File: config.mk
export PLATFORM = sky130hd
export DESIGN_NAME = sql_keyword_lexer
export DESIGN_NICKNAME = d
export VERILOG_FILES = /design/src/rtl/skl_pkg.sv /design/src/rtl/sql_keyword_lexer.sv /design/src/rtl/skl_front.sv /design/src/rtl/skl_queue.sv /design/src/rtl/skl_back.sv
export SDC_FILE = /design/constraint.sdc
export NUM_CORES = 1
export LEC_CHECK = 0
export BUFFER_PORTS_ARGS = -buffer_cell sky130_fd_sc_hd__buf_2
export CAP_MARGIN = 20
export CELL_PAD_IN_SITES_DETAIL_PLACEMENT = 0
export CELL_PAD_IN_SITES_GLOBAL_PLACEMENT = 2
export CORE_ASPECT_RATIO = 0.7
export CORE_MARGIN = 2
export CORE_UTILIZATION = 48
export CTS_BUF_LIST = sky130_fd_sc_hd__clkbuf_16
export DETAILED_ROUTE_END_ITERATION = 6
export GPL_ROUTABILITY_DRIVEN = 0
export GPL_TIMING_DRIVEN = 0
export PLACE_DENSITY = 0.84
export SLEW_MARGIN = 20
export SYNTH_ARGS = -nofsm -noshare
export SYNTH_HDL_FRONTEND = slang
export SYNTH_HIERARCHICAL = 1
export SYNTH_SLANG_ARGS = --single-unit
export TNS_END_PERCENT = 50
File: constraint.sdc
create_clock -name i_clk -period 10.4 [get_ports i_clk]
set_input_delay 2.08 -clock i_clk [delete_from_list [all_inputs] [get_ports i_clk]]
set_output_delay 2.08 -clock i_clk [all_outputs]
set_load 0.005 [all_outputs]
File: src/rtl/skl_pkg.sv
// Shared types, constants and keyword tables for the SQL keyword lexer.
`timescale 1ns / 1ps
`default_nettype none

package skl_pkg;

    // Token capacity of one expression and the counter width that holds it.
    localparam int MAX_TOKENS = 256;
    localparam int CNT_W      = $clog2(MAX_TOKENS + 1);
    localparam logic [CNT_W-1:0] MAX_CNT = CNT_W'(MAX_TOKENS);

    // Command queue between the classifier and the result sequencer.
    localparam int Q_AW        = 2;
    localparam int QUEUE_DEPTH = 1 << Q_AW;

    localparam int NUM_KW = 9;

    // Token codes.
    localparam logic [4:0] TOK_COMMA    = 5'd0;
    localparam logic [4:0] TOK_SEMI     = 5'd1;
    localparam logic [4:0] TOK_STRING   = 5'd3;
    localparam logic [4:0] TOK_SELECT   = 5'd4;
    localparam logic [4:0] TOK_CREATE   = 5'd5;
    localparam logic [4:0] TOK_INSERT   = 5'd6;
    localparam logic [4:0] TOK_INTO     = 5'd7;
    localparam logic [4:0] TOK_UPDATE   = 5'd8;
    localparam logic [4:0] TOK_DROP     = 5'd10;
    localparam logic [4:0] TOK_LPAREN   = 5'd12;
    localparam logic [4:0] TOK_RPAREN   = 5'd13;
    localparam logic [4:0] TOK_STAR     = 5'd14;
    localparam logic [4:0] TOK_FROM     = 5'd15;
    localparam logic [4:0] TOK_DATABASE = 5'd16;
    localparam logic [4:0] TOK_TABLE    = 5'd17;

    // Keyword indexes, in matching priority order.
    localparam logic [3:0] KW_SELECT   = 4'd0;
    localparam logic [3:0] KW_CREATE   = 4'd1;
    localparam logic [3:0] KW_INSERT   = 4'd2;
    localparam logic [3:0] KW_INTO     = 4'd3;
    localparam logic [3:0] KW_UPDATE   = 4'd4;
    localparam logic [3:0] KW_DROP     = 4'd5;
    localparam logic [3:0] KW_DATABASE = 4'd6;
    localparam logic [3:0] KW_FROM     = 4'd7;
    localparam logic [3:0] KW_TABLE    = 4'd8;

    typedef struct packed {
        logic [7:0] ch;
        logic       terminator;
    } t_in_req;

    typedef struct packed {
        logic [4:0] token_code;
        logic [7:0] text_char;
        logic       is_text;
        logic       token_done;
        logic [7:0] token_pos;
        logic [7:0] string_pos;
        logic       overflow;
        logic       last;
    } t_out_req;

    // One classified input item: prefix replay, one text character, string
    // end and a single token, sent in that order.
    typedef struct packed {
        logic [3:0] kw;
        logic [3:0] pre_len;
        logic       txt_en;
        logic [7:0] txt_char;
        logic       str_end;
        logic       str_ovf;
        logic [7:0] str_tpos;
        logic [7:0] str_spos;
        logic       tok_en;
        logic [4:0] tok_code;
        logic       tok_ovf;
        logic [7:0] tok_tpos;
    } t_cmd;

    typedef struct packed {
        logic full;
        logic empty;
    } t_q_status;

    typedef struct packed {
        logic       found;
        logic [3:0] idx;
    } t_ext;

    // Keyword text, right-justified: the first character is the highest byte in use.
    function automatic logic [63:0] kw_text(input logic [3:0] k);
        logic [63:0] t;
        unique case (k)
            KW_SELECT:   t = 64'("select");
            KW_CREATE:   t = 64'("create");
            KW_INSERT:   t = 64'("insert");
            KW_INTO:     t = 64'("into");
            KW_UPDATE:   t = 64'("update");
            KW_DROP:     t = 64'("drop");
            KW_DATABASE: t = 64'("database");
            KW_FROM:     t = 64'("from");
            KW_TABLE:    t = 64'("table");
            default:     t = '0;
        endcase
        return t;
    endfunction

    function automatic logic [3:0] kw_len(input logic [3:0] k);
        logic [3:0] n;
        unique case (k)
            KW_SELECT, KW_CREATE, KW_INSERT, KW_UPDATE: n = 4'd6;
            KW_INTO, KW_DROP, KW_FROM:                  n = 4'd4;
            KW_DATABASE:                                n = 4'd8;
            KW_TABLE:                                   n = 4'd5;
            default:                                    n = 4'd0;
        endcase
        return n;
    endfunction

    function automatic logic [4:0] kw_code(input logic [3:0] k);
        logic [4:0] c;
        unique case (k)
            KW_SELECT:   c = TOK_SELECT;
            KW_CREATE:   c = TOK_CREATE;
            KW_INSERT:   c = TOK_INSERT;
            KW_INTO:     c = TOK_INTO;
            KW_UPDATE:   c = TOK_UPDATE;
            KW_DROP:     c = TOK_DROP;
            KW_DATABASE: c = TOK_DATABASE;
            KW_FROM:     c = TOK_FROM;
            KW_TABLE:    c = TOK_TABLE;
            default:     c = TOK_STRING;
        endcase
        return c;
    endfunction

    // Character i (from the start) of keyword k.
    function automatic logic [7:0] kw_char(input logic [3:0] k, input logic [2:0] i);
        logic [63:0] t;
        logic [2:0]  b;
        t = kw_text(k);
        b = 3'(kw_len(k) - 4'd1 - {1'b0, i});
        return t[{b, 3'b000} +: 8];
    endfunction

    // Length of the common prefix of two keywords.
    function automatic logic [3:0] kw_lcp(input logic [3:0] a, input logic [3:0] b);
        logic [3:0] n;
        if (a == b) begin
            n = kw_len(a);
        end else if ((a == KW_INSERT && b == KW_INTO) || (a == KW_INTO && b == KW_INSERT)) begin
            n = 4'd2;
        end else if ((a == KW_DROP && b == KW_DATABASE) || (a == KW_DATABASE && b == KW_DROP)) begin
            n = 4'd1;
        end else begin
            n = 4'd0;
        end
        return n;
    endfunction

    // First keyword that shares the matched prefix of keyword k and has c next.
    function automatic t_ext kw_extend(input logic [3:0] k, input logic [3:0] len,
                                       input logic [7:0] c);
        t_ext r;
        r = '0;
        for (int j = NUM_KW - 1; j >= 0; j--) begin
            if (kw_len(4'(j)) > len && kw_lcp(4'(j), k) >= len &&
                kw_char(4'(j), len[2:0]) == c) begin
                r.found = 1'b1;
                r.idx   = 4'(j);
            end
        end
        return r;
    endfunction

    function automatic logic is_word(input logic [7:0] c);
        return (c >= "a" && c <= "z") || (c >= "0" && c <= "9") || c == "_";
    endfunction

    function automatic logic [7:0] cnt_pos(input logic [CNT_W-1:0] v);
        logic [CNT_W+7:0] w;
        w = {8'd0, v};
        return w[7:0];
    endfunction

endpackage

`default_nettype wire

File: src/rtl/sql_keyword_lexer.sv
// Top level of the SQL keyword lexer: classifier, command queue and sequencer.
`timescale 1ns / 1ps
`default_nettype none

// Streaming lexer for SQL text. Characters arrive as requests on the input
// channel (i_in_valid / o_in_stall); a request with terminator set closes the
// text, flushes any pending keyword prefix or string and clears all state.
// Results leave as requests on the output channel (o_out_valid / i_out_stall),
// one token, string character or string end marker per request, with last set
// on the final result caused by an input character.
// The classifier takes one character per cycle while the queue is not full
// and turns each character that causes a result into a command in a
// four-entry queue; the sequencer sends one result per cycle while the receiver
// does not stall. A character that replays a keyword prefix causes up to ten
// results, and the queue lets the input keep flowing while the sequencer works
// through such a burst. The first result of a character passes through the
// queue and the sequencer's output register before it is visible. When the
// receiver stalls, the output request holds, the queue fills and o_in_stall
// rises once it is full. A synchronous reset (i_rst_n low) empties the queue
// and output register and returns the lexer to its idle state.

module sql_keyword_lexer import skl_pkg::*; (
    input  wire logic    i_clk,
    input  wire logic    i_rst_n,
    input  wire logic    i_in_valid,
    output logic         o_in_stall,
    input  wire t_in_req i_in_data,
    output logic         o_out_valid,
    input  wire logic    i_out_stall,
    output t_out_req     o_out_data
);

    logic      push;
    logic      pop;
    t_cmd      cmd;
    t_cmd      head;
    t_q_status q_status;

    // The classifier only moves while the queue has room.
    assign o_in_stall = q_status.full;

    skl_front u_front (
        .i_clk      (i_clk),
        .i_rst_n    (i_rst_n),
        .i_in_valid (i_in_valid),
        .i_in_data  (i_in_data),
        .i_full     (q_status.full),
        .o_push     (push),
        .o_cmd      (cmd)
    );

    skl_queue u_queue (
        .i_clk    (i_clk),
        .i_rst_n  (i_rst_n),
        .i_push   (push),
        .i_cmd    (cmd),
        .i_pop    (pop),
        .o_head   (head),
        .o_status (q_status)
    );

    skl_back u_back (
        .i_clk       (i_clk),
        .i_rst_n     (i_rst_n),
        .i_head      (head),
        .i_status    (q_status),
        .o_pop       (pop),
        .o_out_valid (o_out_valid),
        .i_out_stall (i_out_stall),
        .o_out_data  (o_out_data)
    );

endmodule

`default_nettype wire

File: src/rtl/skl_front.sv
// Classifier: keyword matching, string and count state, command generation.
`timescale 1ns / 1ps
`default_nettype none

module skl_front import skl_pkg::*; (
    input  wire logic    i_clk,
    input  wire logic    i_rst_n,
    input  wire logic    i_in_valid,
    input  wire t_in_req i_in_data,
    input  wire logic    i_full,
    output logic         o_push,
    output t_cmd         o_cmd
);

    logic [3:0]       r_kw, n_kw;
    logic [3:0]       r_len, n_len;
    logic             r_instr, n_instr;
    logic             r_done, n_done;
    logic [CNT_W-1:0] r_tc, n_tc;
    logic [CNT_W-1:0] r_sc, n_sc;

    logic             accept;
    logic [7:0]       c;
    logic             word;
    logic             punct;
    logic [4:0]       pcode;
    t_ext             ext_idle;
    t_ext             ext_cur;
    logic [3:0]       pre_len;
    logic             txt_en;
    logic             str_end;
    logic             tok_en;
    logic [4:0]       tok_code;
    logic             s_ovf;
    logic             t_ovf;
    logic [CNT_W-1:0] tc1;
    logic [CNT_W-1:0] sc1;

    assign accept = i_in_valid && !i_full;

    always_comb begin
        c = i_in_data.ch;
        if (c >= "A" && c <= "Z") begin
            c = i_in_data.ch + 8'd32;
        end
        word  = is_word(c);
        punct = 1'b1;
        pcode = TOK_COMMA;
        unique case (c)
            ",":     pcode = TOK_COMMA;
            "(":     pcode = TOK_LPAREN;
            ")":     pcode = TOK_RPAREN;
            "*":     pcode = TOK_STAR;
            ";":     pcode = TOK_SEMI;
            default: punct = 1'b0;
        endcase
        ext_idle = kw_extend(KW_SELECT, 4'd0, c);
        ext_cur  = kw_extend(r_kw, r_len, c);
    end

    always_comb begin
        n_kw     = r_kw;
        n_len    = r_len;
        n_instr  = r_instr;
        n_done   = r_done;
        pre_len  = 4'd0;
        txt_en   = 1'b0;
        str_end  = 1'b0;
        tok_en   = 1'b0;
        tok_code = pcode;

        if (i_in_data.terminator) begin
            if (r_len != 4'd0) begin
                pre_len = r_len;
                str_end = 1'b1;
            end else if (r_instr) begin
                str_end = 1'b1;
            end
            n_len   = 4'd0;
            n_instr = 1'b0;
            n_done  = 1'b0;
        end else if (!r_done) begin
            if (r_instr) begin
                if (word) begin
                    txt_en = 1'b1;
                end else begin
                    // The string ends here; the character is then taken as if idle.
                    str_end = 1'b1;
                    n_instr = 1'b0;
                    tok_en  = punct;
                    n_done  = punct && pcode == TOK_SEMI;
                end
            end else if (r_len != 4'd0) begin
                if (r_len == kw_len(r_kw) && c == " ") begin
                    tok_en   = 1'b1;
                    tok_code = kw_code(r_kw);
                    n_len    = 4'd0;
                end else if (r_len != kw_len(r_kw) && ext_cur.found) begin
                    n_kw  = ext_cur.idx;
                    n_len = r_len + 4'd1;
                end else begin
                    // No keyword fits: the matched prefix becomes a string.
                    pre_len = r_len;
                    n_len   = 4'd0;
                    if (word) begin
                        txt_en  = 1'b1;
                        n_instr = 1'b1;
                    end else begin
                        str_end = 1'b1;
                        tok_en  = punct;
                        n_done  = punct && pcode == TOK_SEMI;
                    end
                end
            end else begin
                if (punct) begin
                    tok_en = 1'b1;
                    n_done = pcode == TOK_SEMI;
                end else if (ext_idle.found) begin
                    n_kw  = ext_idle.idx;
                    n_len = 4'd1;
                end else if (word) begin
                    txt_en  = 1'b1;
                    n_instr = 1'b1;
                end
            end
        end

        // Counts: a string end takes a slot first, then the token.
        s_ovf = r_tc >= MAX_CNT;
        if (s_ovf) begin
            pre_len = 4'd0;
            txt_en  = 1'b0;
        end
        tc1 = r_tc;
        sc1 = r_sc;
        if (str_end && !s_ovf) begin
            tc1 = r_tc + CNT_W'(1);
            sc1 = r_sc + CNT_W'(1);
        end
        t_ovf = tc1 >= MAX_CNT;
        n_tc  = tc1;
        n_sc  = sc1;
        if (tok_en && !t_ovf) begin
            n_tc = tc1 + CNT_W'(1);
        end
        if (i_in_data.terminator) begin
            n_tc = '0;
            n_sc = '0;
        end

        o_cmd.kw       = r_kw;
        o_cmd.pre_len  = pre_len;
        o_cmd.txt_en   = txt_en;
        o_cmd.txt_char = c;
        o_cmd.str_end  = str_end;
        o_cmd.str_ovf  = s_ovf;
        o_cmd.str_tpos = s_ovf ? 8'd0 : cnt_pos(r_tc);
        o_cmd.str_spos = s_ovf ? 8'd0 : cnt_pos(r_sc);
        o_cmd.tok_en   = tok_en;
        o_cmd.tok_code = tok_code;
        o_cmd.tok_ovf  = t_ovf;
        o_cmd.tok_tpos = t_ovf ? 8'd0 : cnt_pos(tc1);
        o_push = accept && (pre_len != 4'd0 || txt_en || str_end || tok_en);
    end

    always_ff @(posedge i_clk) begin
        if (!i_rst_n) begin
            r_kw    <= KW_SELECT;
            r_len   <= 4'd0;
            r_instr <= 1'b0;
            r_done  <= 1'b0;
            r_tc    <= '0;
            r_sc    <= '0;
        end else if (accept) begin
            r_kw    <= n_kw;
            r_len   <= n_len;
            r_instr <= n_instr;
            r_done  <= n_done;
            r_tc    <= n_tc;
            r_sc    <= n_sc;
        end
    end

endmodule

`default_nettype wire

File: src/rtl/skl_queue.sv
// Short command queue between the classifier and the result sequencer.
`timescale 1ns / 1ps
`default_nettype none

module skl_queue import skl_pkg::*; (
    input  wire logic i_clk,
    input  wire logic i_rst_n,
    input  wire logic i_push,
    input  wire t_cmd i_cmd,
    input  wire logic i_pop,
    output t_cmd      o_head,
    output t_q_status o_status
);

    t_cmd            r_mem [QUEUE_DEPTH];
    logic [Q_AW-1:0] r_wr;
    logic [Q_AW-1:0] r_rd;
    logic [Q_AW:0]   r_cnt;

    assign o_head         = r_mem[r_rd];
    assign o_status.full  = r_cnt == (Q_AW + 1)'(QUEUE_DEPTH);
    assign o_status.empty = r_cnt == '0;

    always_ff @(posedge i_clk) begin
        if (i_push) begin
            r_mem[r_wr] <= i_cmd;
        end
    end

    always_ff @(posedge i_clk) begin
        if (!i_rst_n) begin
            r_wr  <= '0;
            r_rd  <= '0;
            r_cnt <= '0;
        end else begin
            if (i_push) begin
                r_wr <= r_wr + Q_AW'(1);
            end
            if (i_pop) begin
                r_rd <= r_rd + Q_AW'(1);
            end
            unique case ({i_push, i_pop})
                2'b10:   r_cnt <= r_cnt + (Q_AW + 1)'(1);
                2'b01:   r_cnt <= r_cnt - (Q_AW + 1)'(1);
                default: r_cnt <= r_cnt;
            endcase
        end
    end

endmodule

`default_nettype wire

File: src/rtl/skl_back.sv
// Result sequencer: expands one command into results, one per cycle unless stalled.
`timescale 1ns / 1ps
`default_nettype none

module skl_back import skl_pkg::*; (
    input  wire logic      i_clk,
    input  wire logic      i_rst_n,
    input  wire t_cmd      i_head,
    input  wire t_q_status i_status,
    output logic           o_pop,
    output logic           o_out_valid,
    input  wire logic      i_out_stall,
    output t_out_req       o_out_data
);

    logic [3:0] r_pos;
    logic       r_valid;
    t_out_req   r_res;
    t_out_req   res;
    logic [3:0] th_b;
    logic [3:0] th_c;
    logic [3:0] th_d;
    logic       advance;
    logic       is_last;

    assign advance = !r_valid || !i_out_stall;

    always_comb begin
        th_b    = i_head.pre_len + {3'b000, i_head.txt_en};
        th_c    = th_b + {3'b000, i_head.str_end};
        th_d    = th_c + {3'b000, i_head.tok_en};
        is_last = (r_pos + 4'd1) == th_d;

        res.token_code = TOK_STRING;
        res.text_char  = 8'd0;
        res.is_text    = 1'b0;
        res.token_done = 1'b0;
        res.token_pos  = i_head.str_tpos;
        res.string_pos = i_head.str_spos;
        res.overflow   = 1'b0;
        res.last       = is_last;
        if (r_pos < i_head.pre_len) begin
            res.text_char = kw_char(i_head.kw, r_pos[2:0]);
            res.is_text   = 1'b1;
        end else if (r_pos < th_b) begin
            res.text_char = i_head.txt_char;
            res.is_text   = 1'b1;
        end else if (r_pos < th_c) begin
            res.token_done = 1'b1;
            res.overflow   = i_head.str_ovf;
        end else begin
            res.token_code = i_head.tok_code;
            res.token_done = 1'b1;
            res.token_pos  = i_head.tok_tpos;
            res.string_pos = 8'd0;
            res.overflow   = i_head.tok_ovf;
        end
        o_pop = advance && !i_status.empty && is_last;
    end

    always_ff @(posedge i_clk) begin
        if (!i_rst_n) begin
            r_valid <= 1'b0;
            r_pos   <= 4'd0;
        end else if (advance) begin
            r_valid <= !i_status.empty;
            if (!i_status.empty) begin
                r_pos <= is_last ? 4'd0 : r_pos + 4'd1;
            end
        end
    end

    always_ff @(posedge i_clk) begin
        if (advance && !i_status.empty) begin
            r_res <= res;
        end
    end

    assign o_out_valid = r_valid;
    assign o_out_data  = r_res;

endmodule

`default_nettype wire

# Word level (Yosys, flattened, before mapping)
# Memory sizes are Yosys's and may differ from the RTL's. A register that Yosys moved wholly into a read port is not among the register bits.
# Cells that the tools add are included.
totals:
  inputBits: 13
  mem_count: 6
  mem_bits_rw: 200
  ff_bits: 73
  latch_bits: 0
  out_inout_bits: 35
  mem_bits_ro: 1040
mem_list:
  columns: ["memory", "words", "word_bits", "read_ports", "rd_ports_with_merged_regs", "write_ports", "line", "text"]
  rows:
  - ["(name not given)", 16, 48, 1, 0, 0, "skl_pkg.sv:92", "unique case (k)"]
  - ["u_queue.r_mem", 4, 50, 1, 1, 1, "skl_queue.sv:15", "t_cmd r_mem [QUEUE_DEPTH];"]
  - ["(name not given)", 16, 5, 1, 1, 0, "skl_pkg.sv:121", "unique case (k)"]
  - ["(name not given)", 16, 4, 1, 0, 0, "skl_pkg.sv:109", "unique case (k)"]
  - ["(name not given)", 16, 4, 1, 1, 0, "skl_pkg.sv:109", null]
  - ["(name not given)", 16, 4, 1, 1, 0, "skl_pkg.sv:109", null]
classes:
  div_mod_pow: 0
  bitwise_logic: 4
  order_cmp: 24
  muxes: 132
  n_eq_ne: 48
  add_sub_neg: 19
  shifts: 10
  reduce_logical: 58
  mul: 0
op_table:
  columns: ["op", "n"]
  rows:
  - ["$shiftx 64x7->8 const A", 9]
  - ["$mux 4", 38]
  - ["$mux 5", 21]
  - ["$eq 8x8->1", 9]
  - ["$mux 64", 1]
  - ["$shiftx 64x7->8", 1]
  - ["$mux 9", 7]
  - ["$eq 7x8->1 const A", 7]
  - ["$eq 8x6->1 const B", 6]
  - ["$mux 1", 43]
  - ["$mux 8", 4]
  - ["$logic_and 1x1->1", 30]
  - ["$ge 4x4->1", 7]
  - ["$add 9x1->9 const B", 3]
  - ["$mux 3", 9]
  - ["$ge 9x9->1 const B", 2]
  - ["$mux 18", 1]
  - ["$mux 17", 1]
  - ["$eq 3x4->1 const A", 4]
  - ["$ge 8x7->1 const B", 2]
  - ["$le 8x7->1 const B", 2]
  - ["$mux 16", 1]
  - ["$pmux 4 s4", 1]
  - ["$add 4x1->4", 3]
  - ["44 further kinds", 83]

# Longest topological paths before layout
# Gate-level depths: netlist of run 1.
depth:
  word_depth: 29
  ltp_mapped: 24
  ltp_nobuf: 22

# Hierarchy
# The synthesis of run 1 kept the hierarchy.
by_module_without_submodules:
  columns: ["module", "instances", "seq_area_each_um2", "area_per_inst_um2", "cells_each"]
  rows:
  - ["skl_queue", 1, 6185.9, 7722.4, 308]
  - ["skl_front", 1, 720.7, 4735.8, 657]
  - ["skl_back", 1, 1091.0, 2792.7, 258]

# Worst setup path after synthesis of run 1
# Ideal clock, no wire load.
synth_timing:
  path_type: "in2reg"
  from: "input i_in_data[2] in the netlist's numbering"
  to: "memory u_queue/r_mem[0][0] in the netlist's numbering, enable pin"
  slack_ps: 3976
  setup_ps: 413
  t_required_ps: 9987
  n_path_buf: 1
  cell_stages: 13
  arrival_time_ps: 6011
  cell_sequence: "buf_2 -> a21oi_1 -> nor2_1 -> o41ai_4 -> or2b_4 -> nor3_2 -> o41ai_4 -> a21oi_1 -> a211o_1 -> nor4_1 -> a2111oi_0 -> nor2_1 -> and2_1"
synth_lines:
  columns: ["element", "line", "text"]
  rows:
  - ["start, declared", "sql_keyword_lexer.sv:27", "input wire t_in_req i_in_data,"]
  - ["end, declared", "skl_queue.sv:15", null]

# Worst setup path after layout of run 1
layout_timing:
  from: "input i_in_data[4] in the netlist's numbering"
  to: "register u_queue.r_cnt[2]"
layout_lines:
  columns: ["element", "line", "text"]
  rows:
  - ["$ge 8x7->1 or $le 8x7->1 (tied branches)", "skl_front.sv:43", "if (c >= \"A\" && c <= \"Z\") begin"]
  - ["$logic_and 1x1->1", "skl_front.sv:43", null]
  - ["$mux 8 (*)", "skl_front.sv:43", null]
  - ["$eq 8x8->1", "skl_pkg.sv:167", "kw_char(4'(j), len[2:0]) == c) begin"]
  - ["$logic_and 1x1->1", "skl_pkg.sv:166", "if (kw_len(4'(j)) > len && kw_lcp(4'(j), k) >= len &&"]
  - ["$mux 5 (9 in a row)", "skl_pkg.sv:166", null]
  - ["$logic_and 1x1->1", "skl_front.sv:98", "end else if (r_len != kw_len(r_kw) && ext_cur.found) begin"]
  - ["$mux 1", "skl_front.sv:98", null]
  - ["[... 4 more ...]", null, null]
  - ["$mux 1 (*)", "skl_front.sv:72", "if (i_in_data.terminator) begin"]
  - ["$mux 1 (*)", "skl_front.sv:130", "if (s_ovf) begin"]
  - ["named net u_front.txt_en", "skl_front.sv:30", "logic txt_en;"]
  - ["$logic_or 1x1->1 (*) (3 in a row)", "skl_front.sv:163", "o_push = accept && (pre_len != 4'd0 || txt_en || str_end || tok_en);"]
  - ["$logic_and 1x1->1 (*)", "skl_front.sv:163", null]
  - ["named net push", "sql_keyword_lexer.sv:33", "logic push;"]
  - ["$eq 2x1->1 or $eq 2x2->1 (tied branches)", "skl_queue.sv:42", "unique case ({i_push, i_pop})"]
  - ["$pmux 3 s2 or $reduce_bool 2->1 (tied branches)", null, null]
  - ["end signal, assigned", "skl_queue.sv:43", "2'b10: r_cnt <= r_cnt + (Q_AW + 1)'(1);"]
  - ["end signal, assigned", "skl_queue.sv:44", "2'b01: r_cnt <= r_cnt - (Q_AW + 1)'(1);"]
  - ["end signal, assigned", "skl_queue.sv:45", "default: r_cnt <= r_cnt;"]
  - ["end, declared", "skl_queue.sv:18", "logic [Q_AW:0] r_cnt;"]
# Mark *: on every way through the listed nets, which the timed path passes. The rest lies on a longest branch.
# A chain may end at the register's enable or synchronous reset.

==> flow_metrics.tcl, run 1 <==
set metrics [dict create \
    placementRows 54 \
    hp-start "u_front/r_sc[2]$_SDFFE_PN0P_" \
    cts_root_buf "clkbuf_16" \
    clk_pin_slew_ns 0.06 \
    drive_above_1_share 0.190 \
    fill_cells 2696 \
    yosysMostFrequentCell "edfxtp_1" \
    drv_cap 0 \
    dp_hpwl_um 27000 \
    routed_wl_um 37800 \
    start_util 0.489 \
    rr_startpoint "u_front/r_len[0]$_SDFFE_PN0P_" \
    min_path_cells 2 \
    synth_edf_count 233 \
    utilization 0.544 \
    grt_pass1_vias 9729 \
    ios 48 \
    min_period_ns 7.29 \
    syn_area_um2 15300 \
    cp_num_buf_inv 4 \
    core-area_um2 31200 \
    slowest_delay_ns 0.80 \
    status "completed" \
    post_synth_and_or_nand_nor_area_fraction 0.127 \
    cts_hold_buffers 0 \
    vias_per_cell 5.88 \
    r2r_end "u_queue/r_cnt[2]$_SDFFE_PN0P_" \
    die_h_um 153 \
    synth_top_family_by_area "simple AND/OR/NAND/NOR gates" \
    worst-endpoint-required_ns 10.88 \
    synth_fp_nets 1305 \
    worstHoldEndpoint "u_front/r_sc[2]$_SDFFE_PN0P_" \
    synthAdderAreaFrac 0.0576 \
    critical_path_arrival_ns 7.76 \
    tightestPinTransition_ns 1.06 \
    synthArstFlopShare 0 \
    cts_made_buffers 27 \
    critPathMaxFanout 8 \
    synth_seq_cells 283 \
    worstSetupPathType "in2reg" \
    synth_cell_type_count 96 \
    r2r_setup_slack_ns 3.36 \
    yosysWarnings 6 \
    rr_worst_depth 24 \
    n_antenna_cell 0 \
    grt_first_pass_wirelength_um 59100 \
    htreeDepth 1 \
    route.detailed.drc 0 \
    antenna_found_initial 0 \
    cts_tree "built" \
    peakVddDrop_v 0.000109 \
    p_total_mw 2.38 \
    startpoint_type "primary input" \
    yosysSeqAreaShare 0.524 \
    netlist.area_leader.share 0.459 \
    multi_input_area_um2 6590 \
    fp.dieW_um 217 \
    areaGrowthSynthToFinish_pct 11.3 \
    hp-class "reg2reg" \
    stdcell_count 1738 \
    synthTopCellsByCount "233 x edfxtp_1, 88 x nor2_1, 67 x ha_1, 60 x nand2_1, 54 x inv_1" \
    synth_top_area_cell "edfxtp_1" \
    cts_sinks 283 \
    timing.slew.headroom 0.290 \
    dr.pass1.iters 5 \
    synth_ff_type "edfxtp_1" \
    finalSetupTns_ns 0 \
    clock_latency_ns 0.56 \
    syn_avg_cell_area_um2 12.5 \
    skew_ns 0.0180 \
    dp.cells 1692 \
    synthCells 1223 \
    overflow 0 \
    p_leak_nw 6.08 \
    synth-compound-area-share 0.116 \
    finalCritPeriodShare 0.701 \
    num-nets-final 1383 \
    postCtsResizedCells 0 \
    via_count 10200 \
    synth_area_leaders "edfxtp_1 46%, mux4_2 7.4%, dfxtp_1 6.6%" \
    grt_max_degree 44 \
    powerDensity_nw_per_um2 140 \
    cp-end-kind "register" \
    synth_xor_area_frac 0.0407 \
    placedInstanceArea_um2 16100 \
    final_cell_area_um2 17000 \
    path_delay_family "simple AND/OR/NAND/NOR gates" \
    finalMaxSlewViolations 0 \
    postCtsSetupRepairBufs 0 \
    port_buffers 45 \
    ff_latch_area_um2 8000 \
    fmax_mhz 137 \
    drt_iter0_markers 1120 \
    clockBufferDepth 3 \
    rsz0062_at_grt "no" \
    post_drt_wl_per_cell_um 21.7 \
    synthMuxAreaShare 0.0898 \
    postRouteAntennaNets 0 \
    crit_chain "buf_2 -> nor2_1 -> and2_1 -> buf_2 -> nor3_1 -> o21ai_1 -> nor3_2 -> o41ai_4 -> a21oi_1 -> a211o_1 -> nor4_1 -> a2111oi_0 -> nor2_1 -> inv_1 -> ha_1 -> inv_1 -> fa_1 -> xor2_1 -> or3_1 -> a21boi_0" \
    die_area_um2 33200 \
    setup_viol 0 \
    grtUsageTotal 0.232 \
    crit_slowest_cell "nor4_1" \
    hold_viol 0 \
]
## per-stage QoR
| stage | setup slack, ns | hold WS (ns) |
|---|---|---|
| finish | 3.11 | 0.506 |
| floorplan | 3.98 | 0.463 |
| detailed placement | 2.77 | 0.487 |
| global route | 2.94 | 0.562 |
| CTS | 3.35 | 0.502 |
| global placement | 1.48 | 0.471 |
## flip-flops by register name, indices dropped and copies added (netlist names), 2 cells and up, named ones only
register           cells
u_front/r_tc           9
u_front/r_len          4
u_back/r_pos           4
u_queue/r_rd           2
u_queue/r_mem        200
u_queue/r_cnt          3
u_front/r_kw           4
u_queue/r_wr           2
u_front/r_sc           8
u_back/o_out_data     33
## layout by cell type, fill, tap and decap left out, types with 29 or more instances in the layout
cell type	instances
ha_1	67
buf_2	75
nor2_1	88
a21oi_1	45
inv_1	57
nand3_1	30
xnor2_1	33
o21ai_0	44
nor3_1	29
mux4_2	50
dfxtp_1	50
nand2_1	60
edfxtp_1	233
nor2b_1	39
## how the worst max path moves through the flow
stage,start,end,depth (start not counted)
2_1_floorplan,i_in_data[2],u_queue/r_mem[0][0]$_DFFE_PP_,13
3_3_place_gp,i_in_data[4],u_queue/r_mem[1][19]$_DFFE_PP_,14
3_5_place_dp,i_in_data[4],u_queue/r_cnt[2]$_SDFFE_PN0P_,20
4_1_cts,i_in_data[4],u_queue/r_cnt[2]$_SDFFE_PN0P_,20
5_1_grt,i_in_data[4],u_queue/r_cnt[2]$_SDFFE_PN0P_,20
6_report,i_in_data[4],u_queue/r_cnt[2]$_SDFFE_PN0P_,20
## report_power, final
part,internal [mW],switching (mW),leakage (nW)
clock network,0.548,0.420,0.435
logic,0.0647,0.109,3.11
registers,1.23,0.00544,2.54
## cells by family (layout without fill, tap and decap cells)
| kind of cell | Yosys count | after routing |
|---|---|---|
| fa+ha+maj | 69 | 69 |
| flops | 283 | 283 |
| compound gates | 242 | 242 |
| xor+xnor | 64 | 64 |
| buf+inv | 130 | 225 |
| simple gates | 365 | 365 |
| mux | 70 | 70 |
## per-layer routing
metal,global-route usage,part of all wire,vias to the layer above
met5,0,0,-
met4,0.0414,0.015,0
met3,0.0378,0.078,41
met2,0.319,0.41,414
met1,0.382,0.50,5006
li1,-,-,4762
## layout make-up
type | count | share of cell area
plain buffers | 73 | 0.0273
clock buffers | 27 | 0.0398
clock inverters | 19 | 0.0109
inverters | 57 | 0.0126
multi-input cells | 810 | 0.388
flip-flops and latches | 283 | 0.471
well taps | 420 | 0.0310
repair buffers | 49 | 0.0193
## worst reg2reg max path, delay by kind of cell (launching register included)
family          cells  cell delay (ns)
xor+xnor            2             0.22
buf+inv             6             1.27
compound gates      7             1.77
flops               1             0.74
simple gates        5             2.03
fa+ha+maj           4             0.94
Note: power is estimated with default switching activity, not from simulation.
==> run 2: changes to the inputs <==
CORE_UTILIZATION = 44   (was 48)
PLACE_DENSITY = 0.78   (was 0.84)
clock period = 7.6 ns   (was 10.4 ns; I/O delays follow)
==> run 2 against run 1 <==
- final cell count is 3.3% higher
- non-clock buffer count stayed put
- clock power is 48% higher
- utilization is 4.7 points lower
- global-route usage is 1.4 points lower
- total power is 41% higher
- final area is 0.85% higher
- first-iteration DRC count is 9.0% lower
- sequential power is 36% higher
- worst hold slack worse by 0.024 ns
- critical endpoint unchanged
==> flow_metrics.tcl, run 2 (same netlist as run 1, synthesis figures left out) <==
set metrics [dict create \
    vias_per_cell 5.70 \
    critical_path_arrival_ns 7.53 \
    crit_slowest_cell "dfxtp_1" \
    cts_root_buf "clkbuf_16" \
    cts_made_buffers 28 \
    placementRows 57 \
    crit_start "u_front/r_len[0]$_SDFFE_PN0P_" \
    cts_tree "built" \
    setup_viol 0 \
    rr_startpoint "u_front/r_len[0]$_SDFFE_PN0P_" \
    dr.pass1.iters 6 \
    drt_iter0_markers 1019 \
    clock_latency_ns 0.58 \
    finalSetupTns_ns 0 \
    postCtsResizedCells 0 \
    min_period_ns 7.02 \
    critPathMaxFanout 13 \
    postRouteAntennaNets 0 \
    start_util 0.443 \
    path_delay_family "simple AND/OR/NAND/NOR gates" \
    timing.slew.headroom 0.378 \
    crit_chain "buf_2 -> inv_1 -> ha_1 -> buf_2 -> inv_1 -> ha_1 -> xor2_1 -> nor4b_1 -> o2111ai_1 -> or2_2 -> a31oi_2 -> o41ai_4 -> a21oi_1 -> a211o_1 -> nor4_1 -> a2111oi_0 -> nor2_1 -> inv_1 -> ha_1 -> inv_1 -> fa_1 -> xor2_1 -> or3_1 -> a21boi_0" \
    hold_slack_ns 0.483 \
    grt_pass1_vias 9844 \
    fp.dieW_um 227 \
    cts_sinks 283 \
    hp-class "reg2reg" \
    worst-endpoint-required_ns 8.11 \
    antenna_found_initial 0 \
    dp.cells 1744 \
    grt_max_degree 45 \
    finalCritPeriodShare 0.924 \
    drive_above_1_share 0.190 \
    die_h_um 160 \
    route.detailed.drc 0 \
    slowest_delay_ns 0.76 \
    num-nets-final 1384 \
    mostFrequentLayoutCells "233 x edfxtp_1, 88 x nor2_1, 75 x buf_2, 67 x ha_1" \
    cp_num_buf_inv 6 \
    clk_pin_slew_ns 0.07 \
    cts_hold_buffers 0 \
    finalMaxSlewViolations 0 \
    port_buffers 45 \
    drv_cap 0 \
    die_area_um2 36200 \
    cp-end-kind "register" \
    place_ws_ns 0.561 \
    timing.critical_path.mode_cell "inv_1" \
    fin_ws_ns 0.575 \
    status "completed" \
    tightestPinTransition_ns 0.924 \
    fmax_mhz 142 \
    peakVddDrop_v 0.000152 \
    worstSetupPathType "reg2reg" \
    skew_ns 0.0218 \
    final_common_cell "edfxtp_1" \
    powerDensity_nw_per_um2 196 \
    p_leak_nw 6.12 \
    largest_register_ffs 200 \
    rsz0062_at_grt "no" \
    areaGrowthSynthToFinish_pct 12.2 \
    postCtsSetupRepairBufs 0 \
    grtUsageTotal 0.218 \
    routed_wl_um 38700 \
    via_count 10200 \
    clockBufferDepth 3 \
    stdcell_count 1796 \
    overflow 0 \
    hp-start "u_back/o_out_valid$_SDFFE_PN0N_" \
    core-area_um2 34400 \
    startpoint_type "register" \
    htreeDepth 1 \
    grt_first_pass_wirelength_um 60100 \
    hold_viol 0 \
    largest-register "u_queue/r_mem" \
    post_drt_wl_per_cell_um 21.5 \
    ios 48 \
    dp_hpwl_um 27700 \
]
-- run 2: path summary, 6_finish.rpt --
path | slack [ns] | to | cells past startpoint
max | 0.58 | u_queue/r_cnt[2]$_SDFFE_PN0P_ | 24
min | 0.48 | u_back/o_out_valid$_SDFFE_PN0N_ | 2
max reg2reg | 0.58 | u_queue/r_cnt[2]$_SDFFE_PN0P_ | 24
min reg2reg | 0.48 | u_back/o_out_valid$_SDFFE_PN0N_ | 2
-- run 2: power breakdown --
group,total [mW],internal [mW],switching [mW]
combinational,0.239,0.0884,0.150
sequential,1.69,1.69,0.00744
clock,1.43,0.813,0.613
-- run 2: final cells by class --
type                            instances  area, um2
Clock inverter                         23        246
Inverter                               57        214
Tap cell                              472        591
Timing Repair Buffer                   49        313
Fill cell                            3065      17300
Sequential cell                       283       8000
Antenna cell                            1       2.50
Clock buffer                           28        701
Multi-Input combinational cell        810       6590
Buffer                                 73        464
-- run 2: routing by layer --
layer,track usage,share of wire,vias to the layer above
li1,-,-,4775
met1,0.358,0.51,5049
met2,0.298,0.40,353
met3,0.0355,0.069,55
met4,0.0458,0.020,0
met5,0,0,-
-- run 2: through the flow --
step	total power [mW]	instance area (um2)	util
floorplan	1.89	15300	-
global placement	1.96	16100	0.466
detailed placement	1.96	16200	0.469
CTS	3.40	17100	0.497
global route	3.48	17100	0.497
finish	3.36	17100	0.497
-- run 2: worst register-to-register path: stages (launching register included) --
cell       delay [ns]
dfxtp_1          0.76
buf_2            0.42
inv_1            0.25
ha_1             0.32
buf_2            0.23
inv_1            0.20
ha_1             0.21
xor2_1           0.15
nor4b_1          0.09
o2111ai_1        0.14
or2_2            0.18
a31oi_2          0.15
o41ai_4          0.64
a21oi_1          0.16
a211o_1          0.31
nor4_1           0.71
a2111oi_0        0.18
nor2_1           0.70
inv_1            0.13
ha_1             0.25
inv_1            0.07
fa_1             0.17
xor2_1           0.07
or3_1            0.31
a21boi_0         0.15
